### config.mk
export PLATFORM = sky130hd
export DESIGN_NAME = phd_fifo
export DESIGN_NICKNAME = d
export VERILOG_FILES = /design/src/design/phd_pkg.sv /design/src/design/phd_fifo.sv
export SDC_FILE = /design/constraint.sdc
export NUM_CORES = 1
export LEC_CHECK = 0
export BUFFER_PORTS_ARGS = -buffer_cell sky130_fd_sc_hd__buf_2
export CAP_MARGIN = 20
export CELL_PAD_IN_SITES_DETAIL_PLACEMENT = 1
export CELL_PAD_IN_SITES_GLOBAL_PLACEMENT = 2
export CORE_MARGIN = 2
export CORE_UTILIZATION = 47
export DETAILED_ROUTE_END_ITERATION = 16
export PLACE_DENSITY = 0.86
export SYNTH_ARGS = -nofsm -noshare
export SYNTH_HDL_FRONTEND = slang
export SYNTH_SLANG_ARGS = --single-unit
### constraint.sdc
create_clock -name aclk -period 3.6 [get_ports aclk]
set_input_delay 0.36 -clock aclk [delete_from_list [all_inputs] [get_ports aclk]]
set_output_delay 0.36 -clock aclk [all_outputs]
set_load 0.03 [all_outputs]
### src/design/phd_pkg.sv
// shared types, constants and coefficient tables of the phase difference block
`default_nettype none
package phd_pkg;

    localparam int POINTS      = 20;
    localparam int POS_W       = $clog2(POINTS);
    localparam int RAW_W       = 16;
    localparam int SMP_W       = 12;
    localparam int BIN_W       = 24;
    localparam int DVS_W       = 12;
    localparam int QUO_W       = 15;
    localparam int TOT_W       = 20;
    localparam int VAL_W       = 16;
    localparam int COEF_W      = 16;
    localparam int PROD_W      = VAL_W + COEF_W;
    localparam int ACC_W       = 36;
    localparam int CORD_W      = 60;
    localparam int ANG_W       = 32;
    localparam int CSTEP_W     = 5;
    localparam int DSTEP_W     = 5;
    localparam int PRESCALE_SH = 20;
    localparam int TENTHS_W    = 12;
    localparam int QDEPTH      = 4;
    localparam int QPTR_W      = $clog2(QDEPTH);
    // mean of the bins: total * ceil(2^24 / 20) >> 24, exact for totals below 2^22
    localparam int MEAN_SH     = 24;

    localparam logic [BIN_W-1:0]  BIN_LIMIT     = BIN_W'(4095 * 4096);
    localparam logic [BIN_W-1:0]  QUO_LIMIT     = BIN_W'(32767);
    localparam logic [DVS_W-1:0]  DIVISOR_RESET = DVS_W'(20);
    localparam logic [TOT_W-1:0]  MEAN_RECIP    = TOT_W'(838861);
    localparam logic [ANG_W-1:0]  HALF_TURN     = 32'h8000_0000;
    localparam logic [ANG_W-1:0]  QUARTER_TURN  = 32'h4000_0000;
    localparam logic [ANG_W-1:0]  THREE_QUARTER = 32'hC000_0000;

    typedef struct packed {
        logic [SMP_W-1:0] sample_a;
        logic [SMP_W-1:0] sample_b;
        logic             last;
    } q_entry_t;

    function automatic logic signed [COEF_W-1:0] cos_q14(input logic [POS_W-1:0] i);
        logic signed [COEF_W-1:0] r;
        case (i)
            5'd0:  r = 16'sd16384;
            5'd1:  r = 16'sd15582;
            5'd2:  r = 16'sd13255;
            5'd3:  r = 16'sd9630;
            5'd4:  r = 16'sd5063;
            5'd5:  r = 16'sd0;
            5'd6:  r = -16'sd5063;
            5'd7:  r = -16'sd9630;
            5'd8:  r = -16'sd13255;
            5'd9:  r = -16'sd15582;
            5'd10: r = -16'sd16384;
            5'd11: r = -16'sd15582;
            5'd12: r = -16'sd13255;
            5'd13: r = -16'sd9630;
            5'd14: r = -16'sd5063;
            5'd15: r = 16'sd0;
            5'd16: r = 16'sd5063;
            5'd17: r = 16'sd9630;
            5'd18: r = 16'sd13255;
            5'd19: r = 16'sd15582;
            default: r = 16'sd0;
        endcase
        return r;
    endfunction

    function automatic logic signed [COEF_W-1:0] sin_q14(input logic [POS_W-1:0] i);
        logic signed [COEF_W-1:0] r;
        case (i)
            5'd0:  r = 16'sd0;
            5'd1:  r = 16'sd5063;
            5'd2:  r = 16'sd9630;
            5'd3:  r = 16'sd13255;
            5'd4:  r = 16'sd15582;
            5'd5:  r = 16'sd16384;
            5'd6:  r = 16'sd15582;
            5'd7:  r = 16'sd13255;
            5'd8:  r = 16'sd9630;
            5'd9:  r = 16'sd5063;
            5'd10: r = 16'sd0;
            5'd11: r = -16'sd5063;
            5'd12: r = -16'sd9630;
            5'd13: r = -16'sd13255;
            5'd14: r = -16'sd15582;
            5'd15: r = -16'sd16384;
            5'd16: r = -16'sd15582;
            5'd17: r = -16'sd13255;
            5'd18: r = -16'sd9630;
            5'd19: r = -16'sd5063;
            default: r = 16'sd0;
        endcase
        return r;
    endfunction

    function automatic logic [ANG_W-1:0] atan_turn(input logic [CSTEP_W-1:0] i);
        logic [ANG_W-1:0] r;
        case (i)
            5'd0:  r = 32'h20000000;
            5'd1:  r = 32'h12E4051E;
            5'd2:  r = 32'h09FB385B;
            5'd3:  r = 32'h051111D4;
            5'd4:  r = 32'h028B0D43;
            5'd5:  r = 32'h0145D7E1;
            5'd6:  r = 32'h00A2F61E;
            5'd7:  r = 32'h00517C55;
            5'd8:  r = 32'h0028BE53;
            5'd9:  r = 32'h00145F2F;
            5'd10: r = 32'h000A2F98;
            5'd11: r = 32'h000517CC;
            5'd12: r = 32'h00028BE6;
            5'd13: r = 32'h000145F3;
            5'd14: r = 32'h0000A2F9;
            5'd15: r = 32'h0000517D;
            5'd16: r = 32'h000028BE;
            5'd17: r = 32'h0000145F;
            5'd18: r = 32'h00000A30;
            5'd19: r = 32'h00000518;
            5'd20: r = 32'h0000028C;
            5'd21: r = 32'h00000146;
            5'd22: r = 32'h000000A3;
            5'd23: r = 32'h00000051;
            5'd24: r = 32'h00000029;
            5'd25: r = 32'h00000014;
            5'd26: r = 32'h0000000A;
            5'd27: r = 32'h00000005;
            5'd28: r = 32'h00000003;
            5'd29: r = 32'h00000001;
            5'd30: r = 32'h00000001;
            default: r = 32'h00000000;
        endcase
        return r;
    endfunction

endpackage
`default_nettype wire

### src/design/phd_fifo.sv
// short queue between the input stage and the evaluation engine
`default_nettype none
module phd_fifo (
    input  wire logic               aclk,
    input  wire logic               aresetn,
    input  wire logic               push,
    input  wire phd_pkg::q_entry_t  push_entry,
    output logic                    push_ready,
    output logic                    pop_valid,
    output phd_pkg::q_entry_t       pop_entry,
    input  wire logic               pop
);
    import phd_pkg::*;

    q_entry_t            mem_reg [QDEPTH];
    logic [QPTR_W-1:0]   wr_ptr_reg;
    logic [QPTR_W-1:0]   rd_ptr_reg;
    logic [QPTR_W:0]     count_reg;
    logic                do_push;
    logic                do_pop;

    assign push_ready = count_reg != (QPTR_W+1)'(QDEPTH);
    assign pop_valid  = count_reg != '0;
    assign pop_entry  = mem_reg[rd_ptr_reg];
    assign do_push    = push && push_ready;
    assign do_pop     = pop && pop_valid;

    always_ff @(posedge aclk) begin
        if (!aresetn) begin
            wr_ptr_reg <= '0;
            rd_ptr_reg <= '0;
            count_reg  <= '0;
        end else begin
            if (do_push) begin
                wr_ptr_reg <= wr_ptr_reg + 1'b1;
            end
            if (do_pop) begin
                rd_ptr_reg <= rd_ptr_reg + 1'b1;
            end
            if (do_push && !do_pop) begin
                count_reg <= count_reg + 1'b1;
            end else if (!do_push && do_pop) begin
                count_reg <= count_reg - 1'b1;
            end
        end
        if (do_push) begin
            mem_reg[wr_ptr_reg] <= push_entry;
        end
    end

endmodule
`default_nettype wire

==> flow_summary.json <==
{
  "grt_start_max_net_pins": 26,
  "largest_register_ffs": 100,
  "drt_iter0_markers": 61,
  "tritoncts": "built",
  "vias": 1865,
  "postSynthAreaPerCell_um2": 23.16,
  "power.leakage_nw": 1.616,
  "skew_ps": 15.79,
  "grt_pass1_wl_um": 11170,
  "postCtsSetupRepairBufs": 0,
  "drt-total-wl_um": 6984,
  "period_share_pct": 70.74,
  "overflow": 0,
  "clock-sinks": 109,
  "worstSetupEndpointType": "output pin",
  "die_w_um": 97.93,
  "hold_viol_final": 0,
  "routabilityCongestion": 0.6731,
  "clock_latency_ps": 360,
  "synth-edff-count": 100,
  "synthesis.area_um2": 4146,
  "cp_max_fo": 25,
  "final_nets": 278,
  "slew-limit-headroom_pct": 39.20,
  "hpwlAfterDp_um": 4423,
  "rsz0062_at_grt": "no",
  "ys_types": 25,
  "coreArea_um2": 8636,
  "powerDensity_nw_per_um2": 710.6,
  "grt_pass1_vias": 2066,
  "hold_buffers": 0,
  "holdPathStages": 1,
  "start_kind": "register",
  "crit_arrival_ps": 2190,
  "synth-main-ff-cell": "edfxtp_1",
  "peakVddDrop_v": 0.0002631,
  "cts_root_buf": "clkbuf_8",
  "async_reset_ff_share_pct": 0,
  "setup_viol": 0,
  "synth-seq-cells": 109,
  "nFillCells": 798,
  "pin_count": 56,
  "critical_path_class": "reg -> out",
  "worstMarginPinSlew_ps": 912.0,
  "drv_slew": 0,
  "critical_path_required_ps": 3240,
  "yosys_warnings": 0,
  "drt-pass1-iter-count": 4,
  "rr_worst_depth": 8,
  "fin_crit_ps": 2547,
  "post_cts_resized": 0,
  "dp_slack_ps": 1210,
  "track_usage_pct": 15.57,
  "synth_nets": 214,
  "cap_violations": 0,
  "synthCells": 179,
  "numPortBuffers": 55,
  "cts.clk_slew.worst_paths_ps": 110,
  "layout_setup_ws_ps": 1053,
  "initial_core_util_pct": 48.02,
  "hold_class": "in -> reg",
  "max_freq_mhz": 392.7,
  "areaGrowthSynthToFinish_pct": 13.91,
  "numCtsBuffers": 9,
  "die_h_um": 97.93,
  "via_per_inst": 5.239,
  "htree_levels": 3,
  "ant_nets": 0,
  "antenna_found_initial": 0,
  "num_antenna_cells": 0,
  "ys_seq_area_share_pct": 76.77,
  "clk_path_buf_depth": 2,
  "status": "complete, no violations",
  "fin_setup_tns_ps": 0,
  "std_cell_rows": 34,
  "die_area_um2": 9589,
  "drc": 0,
  "drive_gt1_share_pct": 39.92,
  "wire_per_inst_um": 19.62
}
==> critical path: stages, from the launching register on <==
cell	delay, ps
dfxtp_2	940
mux4_1	670
buf_2	200
==> logic make-up (layout without fill, tap and decap cells) <==
| logic type | count (synthesis) | count (layout) | synth area share, % |
|---|---|---|---|
| AOI/OAI and AO/OA | 5 | 5 | 1.479 |
| xor gates and xnor gates | 4 | 4 | 0.8451 |
| adders and majority gates | 6 | 6 | 1.992 |
| buffers and inverters | 10 | 79 | 1.961 |
| DFF | 109 | 109 | 76.77 |
| muxes | 28 | 28 | 14.76 |
| and+or+nand+nor | 17 | 17 | 2.203 |
==> stage by stage <==
stage	hold WS (ps)	total power [W]	std cells	cell area, µm²	utilization (%)
after floorplan	458.9	0.002444	179	4146	-
after global placement	500.7	0.002655	340	4526	52.41
after detailed placement	505.4	0.002679	340	4526	52.41
after CTS	193.6	0.003406	356	4723	54.69
after global routing	191.8	0.003519	356	4723	54.69
final	208.5	0.003356	356	4723	54.69
==> cell type report <==
cell class              count  area, µm²  share of cell area [%]
multi-input cells          60      882.1                   18.68
inverters                   3      11.26                  0.2384
repair buffers             60      312.8                   6.623
clock inverters             7      73.82                   1.563
well taps                 108      135.1                   2.861
clock buffers               9      123.9                   2.623
flip-flops and latches    109       3184                   67.42
==> report_power, final <==
part           total [W]  internal, W  switching, W
registers        0.00169      0.00154      0.000150
clock network   0.000725     0.000326      0.000400
logic           0.000940     0.000396      0.000544
total            0.00336      0.00226       0.00109
==> synth_stat cells, types with 3 or more instances <==
cell      instances  area share [%]
inv_1             3            0.27
ha_1              5             1.5
edfxtp_1        100              72
and2_1            8             1.2
nand2_1           5            0.45
xnor2_1           3            0.63
mux4_1            5             3.2
mux4_2           20              11
mux2i_1           3            0.72
dfxtp_1           9             4.3
==> cells in the final DEF, fill, tap and decap left out, types with 2 or more instances in the layout <==
cell      instances
edfxtp_1        100
xnor2_1           3
buf_4             5
or3_1             2
nand2_1           5
dfxtp_1           8
mux4_2           20
buf_2            55
mux4_1            5
ha_1              5
inv_1             3
and2_1            8
mux2i_1           3
inv_6             2
clkbuf_8          9
clkinv_4          2
==> layer usage <==
layer / part of all wire [%] / GRT usage (%) / routed length [µm]
met5: 0 / 0 / 0
met4: 1.5 / 6.090 / 106
met3: 5.1 / 3.794 / 359
met2: 50 / 24.87 / 3478
met1: 44 / 20.92 / 3041
==> path summary, 6_finish.rpt <==
check	from	to	slack, ps
setup / recovery	register	pop_entry[11]	1050
hold / removal	push_entry[0]	mem_reg[0][0]$_DFFE_PP_	210
setup reg to reg	count_reg[0]$_SDFFE_PN0P_	count_reg[2]$_SDFFE_PN0P_	1120
hold reg to reg	wr_ptr_reg[1]$_SDFFE_PN0P_	wr_ptr_reg[1]$_SDFFE_PN0P_	520
Power figures use the tool's default switching activity.
