`src/design/phd_pkg.sv`:
```
// shared types, constants and coefficient tables of the phase difference block
`default_nettype none
package phd_pkg;

    localparam int POINTS      = 20;
    localparam int POS_W       = $clog2(POINTS);
    localparam int RAW_W       = 16;
    localparam int SMP_W       = 12;
    localparam int BIN_W       = 24;
    localparam int DVS_W       = 12;
    localparam int QUO_W       = 15;
    localparam int TOT_W       = 20;
    localparam int VAL_W       = 16;
    localparam int COEF_W      = 16;
    localparam int PROD_W      = VAL_W + COEF_W;
    localparam int ACC_W       = 36;
    localparam int CORD_W      = 60;
    localparam int ANG_W       = 32;
    localparam int CSTEP_W     = 5;
    localparam int DSTEP_W     = 5;
    localparam int PRESCALE_SH = 20;
    localparam int TENTHS_W    = 12;
    localparam int QDEPTH      = 4;
    localparam int QPTR_W      = $clog2(QDEPTH);
    // mean of the bins: total * ceil(2^24 / 20) >> 24, exact for totals below 2^22
    localparam int MEAN_SH     = 24;

    localparam logic [BIN_W-1:0]  BIN_LIMIT     = BIN_W'(4095 * 4096);
    localparam logic [BIN_W-1:0]  QUO_LIMIT     = BIN_W'(32767);
    localparam logic [DVS_W-1:0]  DIVISOR_RESET = DVS_W'(20);
    localparam logic [TOT_W-1:0]  MEAN_RECIP    = TOT_W'(838861);
    localparam logic [ANG_W-1:0]  HALF_TURN     = 32'h8000_0000;
    localparam logic [ANG_W-1:0]  QUARTER_TURN  = 32'h4000_0000;
    localparam logic [ANG_W-1:0]  THREE_QUARTER = 32'hC000_0000;

    typedef struct packed {
        logic [SMP_W-1:0] sample_a;
        logic [SMP_W-1:0] sample_b;
        logic             last;
    } q_entry_t;

    function automatic logic signed [COEF_W-1:0] cos_q14(input logic [POS_W-1:0] i);
        logic signed [COEF_W-1:0] r;
        case (i)
            5'd0:  r = 16'sd16384;
            5'd1:  r = 16'sd15582;
            5'd2:  r = 16'sd13255;
            5'd3:  r = 16'sd9630;
            5'd4:  r = 16'sd5063;
            5'd5:  r = 16'sd0;
            5'd6:  r = -16'sd5063;
            5'd7:  r = -16'sd9630;
            5'd8:  r = -16'sd13255;
            5'd9:  r = -16'sd15582;
            5'd10: r = -16'sd16384;
            5'd11: r = -16'sd15582;
            5'd12: r = -16'sd13255;
            5'd13: r = -16'sd9630;
            5'd14: r = -16'sd5063;
            5'd15: r = 16'sd0;
            5'd16: r = 16'sd5063;
            5'd17: r = 16'sd9630;
            5'd18: r = 16'sd13255;
            5'd19: r = 16'sd15582;
            default: r = 16'sd0;
        endcase
        return r;
    endfunction

    function automatic logic signed [COEF_W-1:0] sin_q14(input logic [POS_W-1:0] i);
        logic signed [COEF_W-1:0] r;
        case (i)
            5'd0:  r = 16'sd0;
            5'd1:  r = 16'sd5063;
            5'd2:  r = 16'sd9630;
            5'd3:  r = 16'sd13255;
            5'd4:  r = 16'sd15582;
            5'd5:  r = 16'sd16384;
            5'd6:  r = 16'sd15582;
            5'd7:  r = 16'sd13255;
            5'd8:  r = 16'sd9630;
            5'd9:  r = 16'sd5063;
            5'd10: r = 16'sd0;
            5'd11: r = -16'sd5063;
            5'd12: r = -16'sd9630;
            5'd13: r = -16'sd13255;
            5'd14: r = -16'sd15582;
            5'd15: r = -16'sd16384;
            5'd16: r = -16'sd15582;
            5'd17: r = -16'sd13255;
            5'd18: r = -16'sd9630;
            5'd19: r = -16'sd5063;
            default: r = 16'sd0;
        endcase
        return r;
    endfunction

    function automatic logic [ANG_W-1:0] atan_turn(input logic [CSTEP_W-1:0] i);
        logic [ANG_W-1:0] r;
        case (i)
            5'd0:  r = 32'h20000000;
            5'd1:  r = 32'h12E4051E;
            5'd2:  r = 32'h09FB385B;
            5'd3:  r = 32'h051111D4;
            5'd4:  r = 32'h028B0D43;
            5'd5:  r = 32'h0145D7E1;
            5'd6:  r = 32'h00A2F61E;
            5'd7:  r = 32'h00517C55;
            5'd8:  r = 32'h0028BE53;
            5'd9:  r = 32'h00145F2F;
            5'd10: r = 32'h000A2F98;
            5'd11: r = 32'h000517CC;
            5'd12: r = 32'h00028BE6;
            5'd13: r = 32'h000145F3;
            5'd14: r = 32'h0000A2F9;
            5'd15: r = 32'h0000517D;
            5'd16: r = 32'h000028BE;
            5'd17: r = 32'h0000145F;
            5'd18: r = 32'h00000A30;
            5'd19: r = 32'h00000518;
            5'd20: r = 32'h0000028C;
            5'd21: r = 32'h00000146;
            5'd22: r = 32'h000000A3;
            5'd23: r = 32'h00000051;
            5'd24: r = 32'h00000029;
            5'd25: r = 32'h00000014;
            5'd26: r = 32'h0000000A;
            5'd27: r = 32'h00000005;
            5'd28: r = 32'h00000003;
            5'd29: r = 32'h00000001;
            5'd30: r = 32'h00000001;
            default: r = 32'h00000000;
        endcase
        return r;
    endfunction

endpackage
`default_nettype wire

```
`src/design/phd_front.sv`:
```
// input stage: takes sample transfers, keeps the low bits and queues them
`default_nettype none
module phd_front (
    input  wire logic                        aclk,
    input  wire logic                        aresetn,
    input  wire logic                        s_valid,
    output logic                             s_ready,
    input  wire logic [phd_pkg::RAW_W-1:0]   s_sample_a,
    input  wire logic [phd_pkg::RAW_W-1:0]   s_sample_b,
    input  wire logic                        s_last_sample,
    output logic                             push,
    output phd_pkg::q_entry_t                push_entry,
    input  wire logic                        push_ready
);
    import phd_pkg::*;

    logic     valid_reg;
    q_entry_t entry_reg;

    assign s_ready    = !valid_reg || push_ready;
    assign push       = valid_reg;
    assign push_entry = entry_reg;

    always_ff @(posedge aclk) begin
        if (!aresetn) begin
            valid_reg <= 1'b0;
        end else if (s_ready) begin
            valid_reg <= s_valid;
        end
        if (s_valid && s_ready) begin
            entry_reg.sample_a <= s_sample_a[SMP_W-1:0];
            entry_reg.sample_b <= s_sample_b[SMP_W-1:0];
            entry_reg.last     <= s_last_sample;
        end
    end

endmodule
`default_nettype wire

```
`config.mk`:
```
export PLATFORM = sky130hd
export DESIGN_NAME = phd_front
export DESIGN_NICKNAME = d
export VERILOG_FILES = /design/src/design/phd_pkg.sv /design/src/design/phd_front.sv
export SDC_FILE = /design/constraint.sdc
export NUM_CORES = 1
export LEC_CHECK = 0
export BUFFER_PORTS_ARGS = -buffer_cell sky130_fd_sc_hd__buf_2
export CAP_MARGIN = 25
export CORE_ASPECT_RATIO = 1.1
export CORE_MARGIN = 5
export CORE_UTILIZATION = 33
export CTS_CLUSTER_SIZE = 8
export DETAILED_ROUTE_END_ITERATION = 12
export GPL_TIMING_DRIVEN = 0
export MAX_ROUTING_LAYER = met4
export PLACE_DENSITY = 0.71
export SLEW_MARGIN = 5
export SYNTH_ARGS = -nofsm -noshare
export SYNTH_HDL_FRONTEND = slang
export SYNTH_SLANG_ARGS = --single-unit
```
`constraint.sdc`:
```
create_clock -name aclk -period 1 [get_ports aclk]
set_clock_uncertainty 0.1 [all_clocks]
set_input_delay 0.05 -clock aclk [delete_from_list [all_inputs] [get_ports aclk]]
set_output_delay 0.05 -clock aclk [all_outputs]
set_load 0.1 [all_outputs]
```
==> results of run 1 <==
## registers in the layout, summed over array words and instances (netlist names)
register,flops
push_entry,25
push,1
## area by class of cell
type,count,area (sq um),area share
sequential,26,774.5,0.4654
clock inverter,1,30.03,0.01805
inverter,1,3.754,0.002256
tap,30,37.54,0.02256
timing repair buffer,83,753.2,0.4526
clock buffer,3,22.52,0.01353
multi-input combinational,4,42.54,0.02556
## power breakdown
part | internal, mW | switching [mW] | total (mW)
registers | 1.27 | 0.0351 | 1.30
logic | 0.251 | 0.546 | 0.797
clock network | 0.405 | 0.302 | 0.707
total | 1.92 | 0.883 | 2.81
## what timing repair did
action                                 4_1_cts  5_1_grt
setup buffers                                0        1
gates resized for setup                     57        6
endpoints found under the hold margin       26        0
hold buffers                                27        0
pin swaps                                    1        0
cloned                                       1        0
setup endpoints to repair                   52       52
## worst register-to-register path, cell delays in order (launching register included)
cell,delay [ns]
dfxtp_4,0.38
nand2b_4,0.10
and2_4,0.26
## logic make-up after synthesis
kind of cell    Yosys count
simple gates              2
flops                    26
compound gates            1
buf+inv                   1
## cells in the final DEF (no fill, tap or decap)
cell type      count
bufinv_16          1
buf_12             1
buf_8              6
inv_1              1
a21boi_2           1
buf_4              1
clkbuf_4           3
edfxtp_1          25
nand2b_4           1
buf_2             28
dlygate4sd3_1     27
buf_6             20
dfxtp_4            1
and2_4             2
## worst paths after layout
kind / start / endpoint / slack, ns / cells past startpoint
setup / recovery: push / push_entry[13] / -0.12 / 2
hold / removal: push_ready / push / 0.02 / 4
setup reg to reg: push / push_entry[13] / -0.12 / 2
hold reg to reg: push / push / 0.54 / 3
## stage by stage
stage / power (mW) / worst slack (ns) / hold slack [ns] / util / std cells
finish: 2.807 / -0.1167 / 0.02395 / 0.7244 / 148
global route: 2.912 / -0.1756 / 0.01221 / 0.7244 / 148
CTS: 2.791 / -0.1312 / -0.06202 / 0.7113 / 147
detailed placement: 1.918 / -0.2008 / 0.1281 / 0.4897 / 115
global placement: 1.910 / -0.1782 / 0.1271 / 0.4897 / 115
floorplan: 1.800 / -0.5356 / 0.04887 / - / 30
## per-layer routing
| metal | track usage | vias up | wire length, microns |
|---|---|---|---|
| met1 | 0.1179 | 299 | 701 |
| li1 | - | 293 | - |
| met4 | 0.07285 | 0 | 94 |
| met2 | 0.2561 | 33 | 1504 |
| met5 | - | - | 0 |
| met3 | 0.02686 | 8 | 169 |
==> results.toml, run 1 <==
[synth]
synth_top_cell_area_share = 0.9288
number_of_flip_flops_and_latches_in_the_synthesized_netlist = 26
post_synth_xor_xnor_area = 0
synth.most_common_cell = "edfxtp_1"
simple_gate_share_of_the_synthesized_area = 0.02786
muxShareOfSynthArea = 0
synth_top_flop_cell = "edfxtp_1"
dominant_combinational_cell_family_by_area_after_synthesis = "simple AND/OR/NAND/NOR gates"
synth_area_per_cell_sq_um = 26.94
postSynth.asyncResetShare = 0
synth_seq_area_share = 0.9536
netlist.top_cell.by_area = "edfxtp_1"
syn_inst = 30
synthAdderAreaFrac = 0
synth_compound_gate_area_share = 0.01393
synth_area_leaders = "edfxtp_1 (93%), dfxtp_1 (2.5%), nand2b_4 (1.7%), a21boi_2 (1.4%), and2_4 (1.1%)"
synth_edf_count = 25
post_synth_num_cell_types = 6
yosysWarningCount = 0
synth_area_sq_um = 808.3
synthesis.nets = 67

[sta]
worst-slew-pin-transition_ns = 0.2105
setup_viol = 52
final.min_clock_period_ns = 1.117
slew_headroom = 0.8600
final_hold_viol_count = 0
timing.final.ws_setup_ns = -0.1167
achievable-frequency_mhz = 895.5
slew_viol_final = 0
fin_setup_tns_ns = -4.894
setup_repair_after_global_routing_missed_its_margin = "yes"
layout_worst_path_cycle_share = 1.117

[critical_path]
critPathKind = "flop to flop"
arrival_ns = 1.05
worst_path_largest_cell_delay_ns = 0.38
end_kind = "flop"
kind_of_launch_point_of_the_worst_setup_path = "flop"
cpLargestDelayFamily = "flip-flops"
crit_chain = "nand2b_4 > and2_4"
critical_path_buf_inv_count = 0
critical_path_peak_fanout = 13
required_ns = 0.93
critPathSlowestCell = "dfxtp_4"

[power_and_ir_drop]
p_leak_nw = 0.7071
vdd_ir_drop_max_uv = 1210
power-per-cell-area_nw_per_um2 = 1687

[global_routing]
grt_antenna_before_repair = 0
grtUsageTotal = 0.1305
first_pass_grt_wire_length_microns = 3111
grt_pass1_vias = 658
grt_start_max_net_pins = 16
overflow_after_grt = 0

[place]
placement.cell_area_sq_um = 1125
gp_congestion = 0.6806
numPortBuffers = 55

[clock_tree]
clkSinkCount = 26
path_clk_slew_ns = 0.14
ctsRootBufferMaster = "clkbuf_4"
tritoncts = "built"
max-clock-path-buffers = 2
cts_made_buffers = 3
cts_htree_levels = 1
clock_insertion_delay_worst_skew_ns = 0.31

[detailed_routing]
via_count = 633
via_per_inst = 4.277
detailed_route_wire_length_per_cell_microns = 16.68
dr.first_iter.drc_count = 8
antenna_left = 0
drt_pass1_iterations = 3
post-route-drc-count = 0
drt_wl_total_microns = 2469

[die]
starting_density = 0.3519
die_height_microns = 61.91
design.core.area_sq_um = 2297
floorplan.die_area_sq_um = 3540
fp.dieW_microns = 57.19
design.portCount = 64
number_of_rows_in_the_core_area = 18

[finish]
design.final.nets = 156
fin_area_sq_um = 1664
drive_above_1_share = 0.5508
antennaDiodeCount = 0
fillCellCount = 151
syn_to_final_growth_pct = 105.9

[status]
failed_checks = "negative setup slack"
status = "complete, but fails checks"

[hold_path]
hold_path_class = "input pin to flop"

[job]
cap_viol_max_count = 0
Power figures use the tool's default switching activity.
==> inputs of run 2 (changes only) <==
--- a/config.mk
+++ b/config.mk
@@ -14,7 +14,8 @@
 export DETAILED_ROUTE_END_ITERATION = 12
 export GPL_TIMING_DRIVEN = 0
 export MAX_ROUTING_LAYER = met4
-export PLACE_DENSITY = 0.71
+export PLACE_DENSITY = 0.72
+export RECOVER_POWER = 50
 export SLEW_MARGIN = 5
 export SYNTH_ARGS = -nofsm -noshare
 export SYNTH_HDL_FRONTEND = slang
==> run 2 against run 1 <==
  * The flow still finishes with violations (negative setup slack)
  * Total power shrank 10%
  * Critical path depth stayed put
  * Largest power group unchanged
  * Count of clock-buffer cells in the layout is the same
  * Setup slack better by 0.00099 ns
  * Critical path type unchanged
==> results.toml, run 2 (same netlist as run 1, synthesis figures left out) <==
[status]
status = "complete, but fails checks"
failed_checks = "negative setup slack"

[critical_path]
worst_path_largest_cell_delay_ns = 0.38
critPathSlowestCell = "dfxtp_4"
end_kind = "flop"
endpoint_of_the_lowest_slack_register_to_register_path = "push_entry[24]"
critical_path_buf_inv_count = 0
cpLargestDelayFamily = "flip-flops"
r2r.worst_path.cells = 2
kind_of_launch_point_of_the_worst_setup_path = "flop"
critical_path_peak_fanout = 6
critical_path.reg2reg.startpoint = "push"
arrival_ns = 1.03
crit_chain = "nand2b_4 > and2_2"
setup_slack_on_the_worst_flop_to_flop_path_ns = -0.12
critPathKind = "flop to flop"
required_ns = 0.92

[global_routing]
grt_pass1_vias = 685
global_route.peak_usage_layer = "met2"
grt_start_max_net_pins = 15
overflow_after_grt = 0
global_route.usage.met3 = 0.02479
grt_antenna_before_repair = 0
gr-usage-met2 = 0.2577
grt.met1_usage = 0.1190
first_pass_grt_wire_length_microns = 3174
grtUsageTotal = 0.1281

[power_and_ir_drop]
power.internal_mw = 1.661
p_leak_nw = 0.6935
total_switching_power_uw = 854.6
vdd_ir_drop_max_uv = 1032
clock_network_fraction_of_design_power = 0.170
switching_share = 0.3397
power-per-cell-area_nw_per_um2 = 1539
design_power_total_mw = 2.516
proportion_of_power_drawn_by_flip_flops_and_latches = 0.516
share_comb_of_total_power = 0.314

[sta]
setup_repair_after_global_routing_missed_its_margin = "yes"
worst-slew-pin-transition_ns = 0.2134
final_hold_viol_count = 0
fin_worst_hold_slack_ns = 0.05613
layout_worst_path_cycle_share = 1.116
achievable-frequency_mhz = 896.3
timing.final.ws_setup_ns = -0.1157
slew_headroom = 0.8581
setup_viol = 52
slew_viol_final = 0
final.min_clock_period_ns = 1.116

[clock_tree]
cts_made_buffers = 3
max-clock-path-buffers = 2
clkSinkCount = 26
ctsRootBufferMaster = "clkbuf_4"
cts_htree_levels = 1
path_clk_slew_ns = 0.12
tritoncts = "built"
clock_insertion_delay_worst_skew_ns = 0.30

[detailed_routing]
detailed_route_wire_length_per_cell_microns = 14.36
drt_wl_total_microns = 2140
drt_pass1_iterations = 2
via_per_inst = 4.134
post-route-drc-count = 0
dr.first_iter.drc_count = 16
antenna_left = 0
via_count = 616

[hold_path]
hold_path_class = "input pin to flop"
hold_path.startpoint = "push_ready"
timing.hold.worst_path_depth = 4
min_to = "push"

[die]
floorplan.die_area_sq_um = 3540
die_height_microns = 61.91
fp.dieW_microns = 57.19
design.portCount = 64
number_of_rows_in_the_core_area = 18
design.core.area_sq_um = 2297
starting_density = 0.3519

[finish]
fin_area_sq_um = 1634
flip_flop_count_of_the_largest_register_all_copies_and_words_added = 25
drive_above_1_share = 0.5462
layout.core_utilization = 0.7113
layout.cells.most_common = "buf_2"
mostFrequentLayoutCells = "buf_2 (28), dlygate4sd3_1 (27), edfxtp_1 (25), buf_6 (23)"
antennaDiodeCount = 0
design.final.nets = 157
syn_to_final_growth_pct = 102.2

[place]
preCtsSetupSlack_ns = -0.2014
numPortBuffers = 55
placement.cell_area_sq_um = 1125
gp_congestion = 0.6725

[job]
cap_viol_max_count = 0
run 2: repair_timing:
action                                 4_1_cts  5_1_grt
setup endpoints to repair                   52       52
hold buffers                                27        0
endpoints found under the hold margin       26        0
resized for setup                           57        3
setup buffers                                0        1
gates cloned                                 2        0
pin swaps                                    1        0
run 2: how the worst max path moves through the flow:
stage / from / to / slack, ns / depth (start not counted)
finish: push / push_entry[24] / -0.12 / 2
CTS: push / s_ready / -0.12 / 2
global route: push / s_ready / -0.16 / 2
global placement: push / push_entry[15] / -0.18 / 2
floorplan: push / push_entry[0] / -0.54 / 2
detailed placement: push / push_entry[11] / -0.20 / 2
run 2: tightest hold or removal path: cells and delay by family:
family                 cells  cell delay, ns
buffers and inverters      2            0.19
and+or+nand+nor            1            0.15
AOI/OAI and AO/OA          1            0.04
run 2: stage by stage:
stage	std cells	setup TNS, ns
global route	149	-6.024
CTS	148	-4.367
global placement	115	-4.485
finish	149	-4.078
floorplan	30	-14.87
detailed placement	115	-5.012
run 2: layer usage:
| metal | routed length, microns | vias up |
|---|---|---|
| met3 | 106 | 2 |
| met5 | 0 | - |
| met4 | 33 | 0 |
| met2 | 1315 | 24 |
| met1 | 685 | 294 |
| li1 | - | 296 |
run 2: power by group through the flow:
stage	Sequential (mW)	Clock (mW)	Combinational, mW
after floorplan	1.76	0	0.0442
after global placement	1.30	0	0.606
after detailed placement	1.31	0	0.610
after CTS	1.30	0.436	0.782
after global routing	1.30	0.497	0.814
final	1.30	0.427	0.790
run 2: area by class of cell:
type	instances	area, sq um
Sequential cell	26	774.5
Timing Repair Buffer	83	742.0
Fill cell	165	663.1
Multi-Input combinational cell	5	50.05
Tap cell	30	37.54
Clock buffer	3	22.52
Clock inverter	1	3.754
Inverter	1	3.754
==> inputs of run 3 (changes only) <==
--- a/config.mk
+++ b/config.mk
@@ -13,6 +13,7 @@
 export CTS_CLUSTER_SIZE = 8
 export DETAILED_ROUTE_END_ITERATION = 12
 export GPL_TIMING_DRIVEN = 0
+export HOLD_SLACK_MARGIN = 0.12
 export MAX_ROUTING_LAYER = met4
 export PLACE_DENSITY = 0.72
 export RECOVER_POWER = 50
==> run 3 against run 2 <==
  * The flow still finishes with violations (negative setup slack)
  * Critical path depth is the same
  * Non-clock buffer count stayed put
  * Via count shrank 0.97%
  * Global-route usage down 0.14 points
  * Final area is the same
  * Hold slack got worse by 0.019 ns
  * Total power grew 0.16%
  * Critical path type is now flop to output pin
  * Critical endpoint is now s_ready
==> results.toml, run 3 (same netlist as run 1, synthesis figures left out) <==
[global_routing]
overflow_after_grt = 0
grt_antenna_before_repair = 0
grtUsageTotal = 0.1267
grt_pass1_vias = 687
first_pass_grt_wire_length_microns = 3153
grt_start_max_net_pins = 15

[place]
preCtsSetupSlack_ns = -0.2014
placement.cell_area_sq_um = 1125
numPortBuffers = 55
gp_congestion = 0.6725
post_place_cells = 115

[sta]
setup_viol = 52
timing.final.ws_setup_ns = -0.1076
slew_viol_final = 0
final.min_clock_period_ns = 1.108
worst-slew-pin-transition_ns = 0.2142
fin_setup_tns_ns = -3.832
setup_repair_after_global_routing_missed_its_margin = "yes"
fin_worst_hold_slack_ns = 0.03714
layout_worst_path_cycle_share = 1.108
slew_headroom = 0.8575
achievable-frequency_mhz = 902.8
final_hold_viol_count = 0

[detailed_routing]
antenna_left = 0
dr.first_iter.drc_count = 14
detailed_route_wire_length_per_cell_microns = 14.15
drt_wl_total_microns = 2109
drt_pass1_iterations = 3
via_count = 610
post-route-drc-count = 0
via_per_inst = 4.094

[critical_path]
kind_of_launch_point_of_the_worst_setup_path = "flop"
critical_path.reg2reg.startpoint = "push"
setup_slack_on_the_worst_flop_to_flop_path_ns = -0.10
critPathKind = "flop to output pin"
required_ns = 0.85
arrival_ns = 0.96
r2r.worst_path.cells = 2
endpoint_of_the_lowest_slack_register_to_register_path = "push_entry[24]"
critical_path_peak_fanout = 5
end_kind = "output pin"

[clock_tree]
cts_made_buffers = 3
tritoncts = "built"
cts_htree_levels = 1
clock_insertion_delay_worst_skew_ns = 0.30
path_clk_slew_ns = 0.12
hold_buffers = 27
ctsRootBufferMaster = "clkbuf_4"
max-clock-path-buffers = 2
clkSinkCount = 26

[status]
status = "complete, but fails checks"
failed_checks = "negative setup slack"

[power_and_ir_drop]
proportion_of_power_drawn_by_flip_flops_and_latches = 0.515
vdd_ir_drop_max_uv = 1030
power.internal_mw = 1.661
p_leak_nw = 0.6935
switching_share = 0.3408
design_power_total_mw = 2.520
clock_network_fraction_of_design_power = 0.171
share_comb_of_total_power = 0.313
power-per-cell-area_nw_per_um2 = 1542
total_switching_power_uw = 858.7

[finish]
antennaDiodeCount = 0
drive_above_1_share = 0.5462
seq_area_sq_um = 774.5
syn_to_final_growth_pct = 102.2
layout.core_utilization = 0.7113
mostFrequentLayoutCells = "buf_2 (28), dlygate4sd3_1 (27), edfxtp_1 (25), buf_6 (23)"
design.final.nets = 157
layout.cells.most_common = "buf_2"
fillCellCount = 167
fin_area_sq_um = 1634
layout.cells.non_filler = 149
flip_flop_count_of_the_largest_register_all_copies_and_words_added = 25
area_of_combinational_cells_with_multiple_inputs_sq_um = 50.05

[hold_path]
timing.hold.worst_path_depth = 4
hold_path.startpoint = "push_ready"
min_to = "push"
hold_path_class = "input pin to flop"

[die]
starting_density = 0.3519
floorplan.die_area_sq_um = 3540
design.core.area_sq_um = 2297
fp.dieW_microns = 57.19
design.portCount = 64
die_height_microns = 61.91
number_of_rows_in_the_core_area = 18

[job]
cap_viol_max_count = 0
run 3: cell type report:
cell class	instances	share of cell area
Tap cell	30	0.02297
Inverter	1	0.002297
Clock buffer	3	0.01378
Multi-Input combinational cell	5	0.03063
Sequential cell	26	0.4740
Clock inverter	1	0.002297
Timing Repair Buffer	83	0.4541
run 3: routing by layer:
metal  part of all wire  vias to the layer above  GRT usage
met3              0.055                        2    0.02479
met5                  0                        -          -
met4              0.016                        0    0.05298
met1               0.31                      287     0.1164
met2               0.62                       24     0.2561
li1                   -                      297          -
run 3: worst max path at each step:
stage,startpoint,to,slack [ns],cells past startpoint
3_5_place_dp,push,push_entry[11],-0.20,2
5_1_grt,push,s_ready,-0.16,2
4_1_cts,push,s_ready,-0.12,2
2_1_floorplan,push,push_entry[0],-0.54,2
6_report,push,s_ready,-0.11,2
3_3_place_gp,push,push_entry[15],-0.18,2
run 3: what timing repair did:
action,CTS,global route
endpoints found under the hold margin,33,1
setup buffers,0,1
cloned,2,0
resized for setup,57,3
pin swaps,1,0
setup endpoints to repair,52,52
run 3: critical path: stages (launching register included):
cell and delay (ns):
dfxtp_4 0.38, nand2b_4 0.10, buf_12 0.18
run 3: power by group through the flow:
stage               logic [mW]  registers [mW]  clock network, mW
finish                   0.790            1.30              0.432
detailed placement       0.610            1.31                  0
floorplan               0.0442            1.76                  0
CTS                      0.782            1.30              0.436
global placement         0.606            1.30                  0
global route             0.813            1.30              0.497
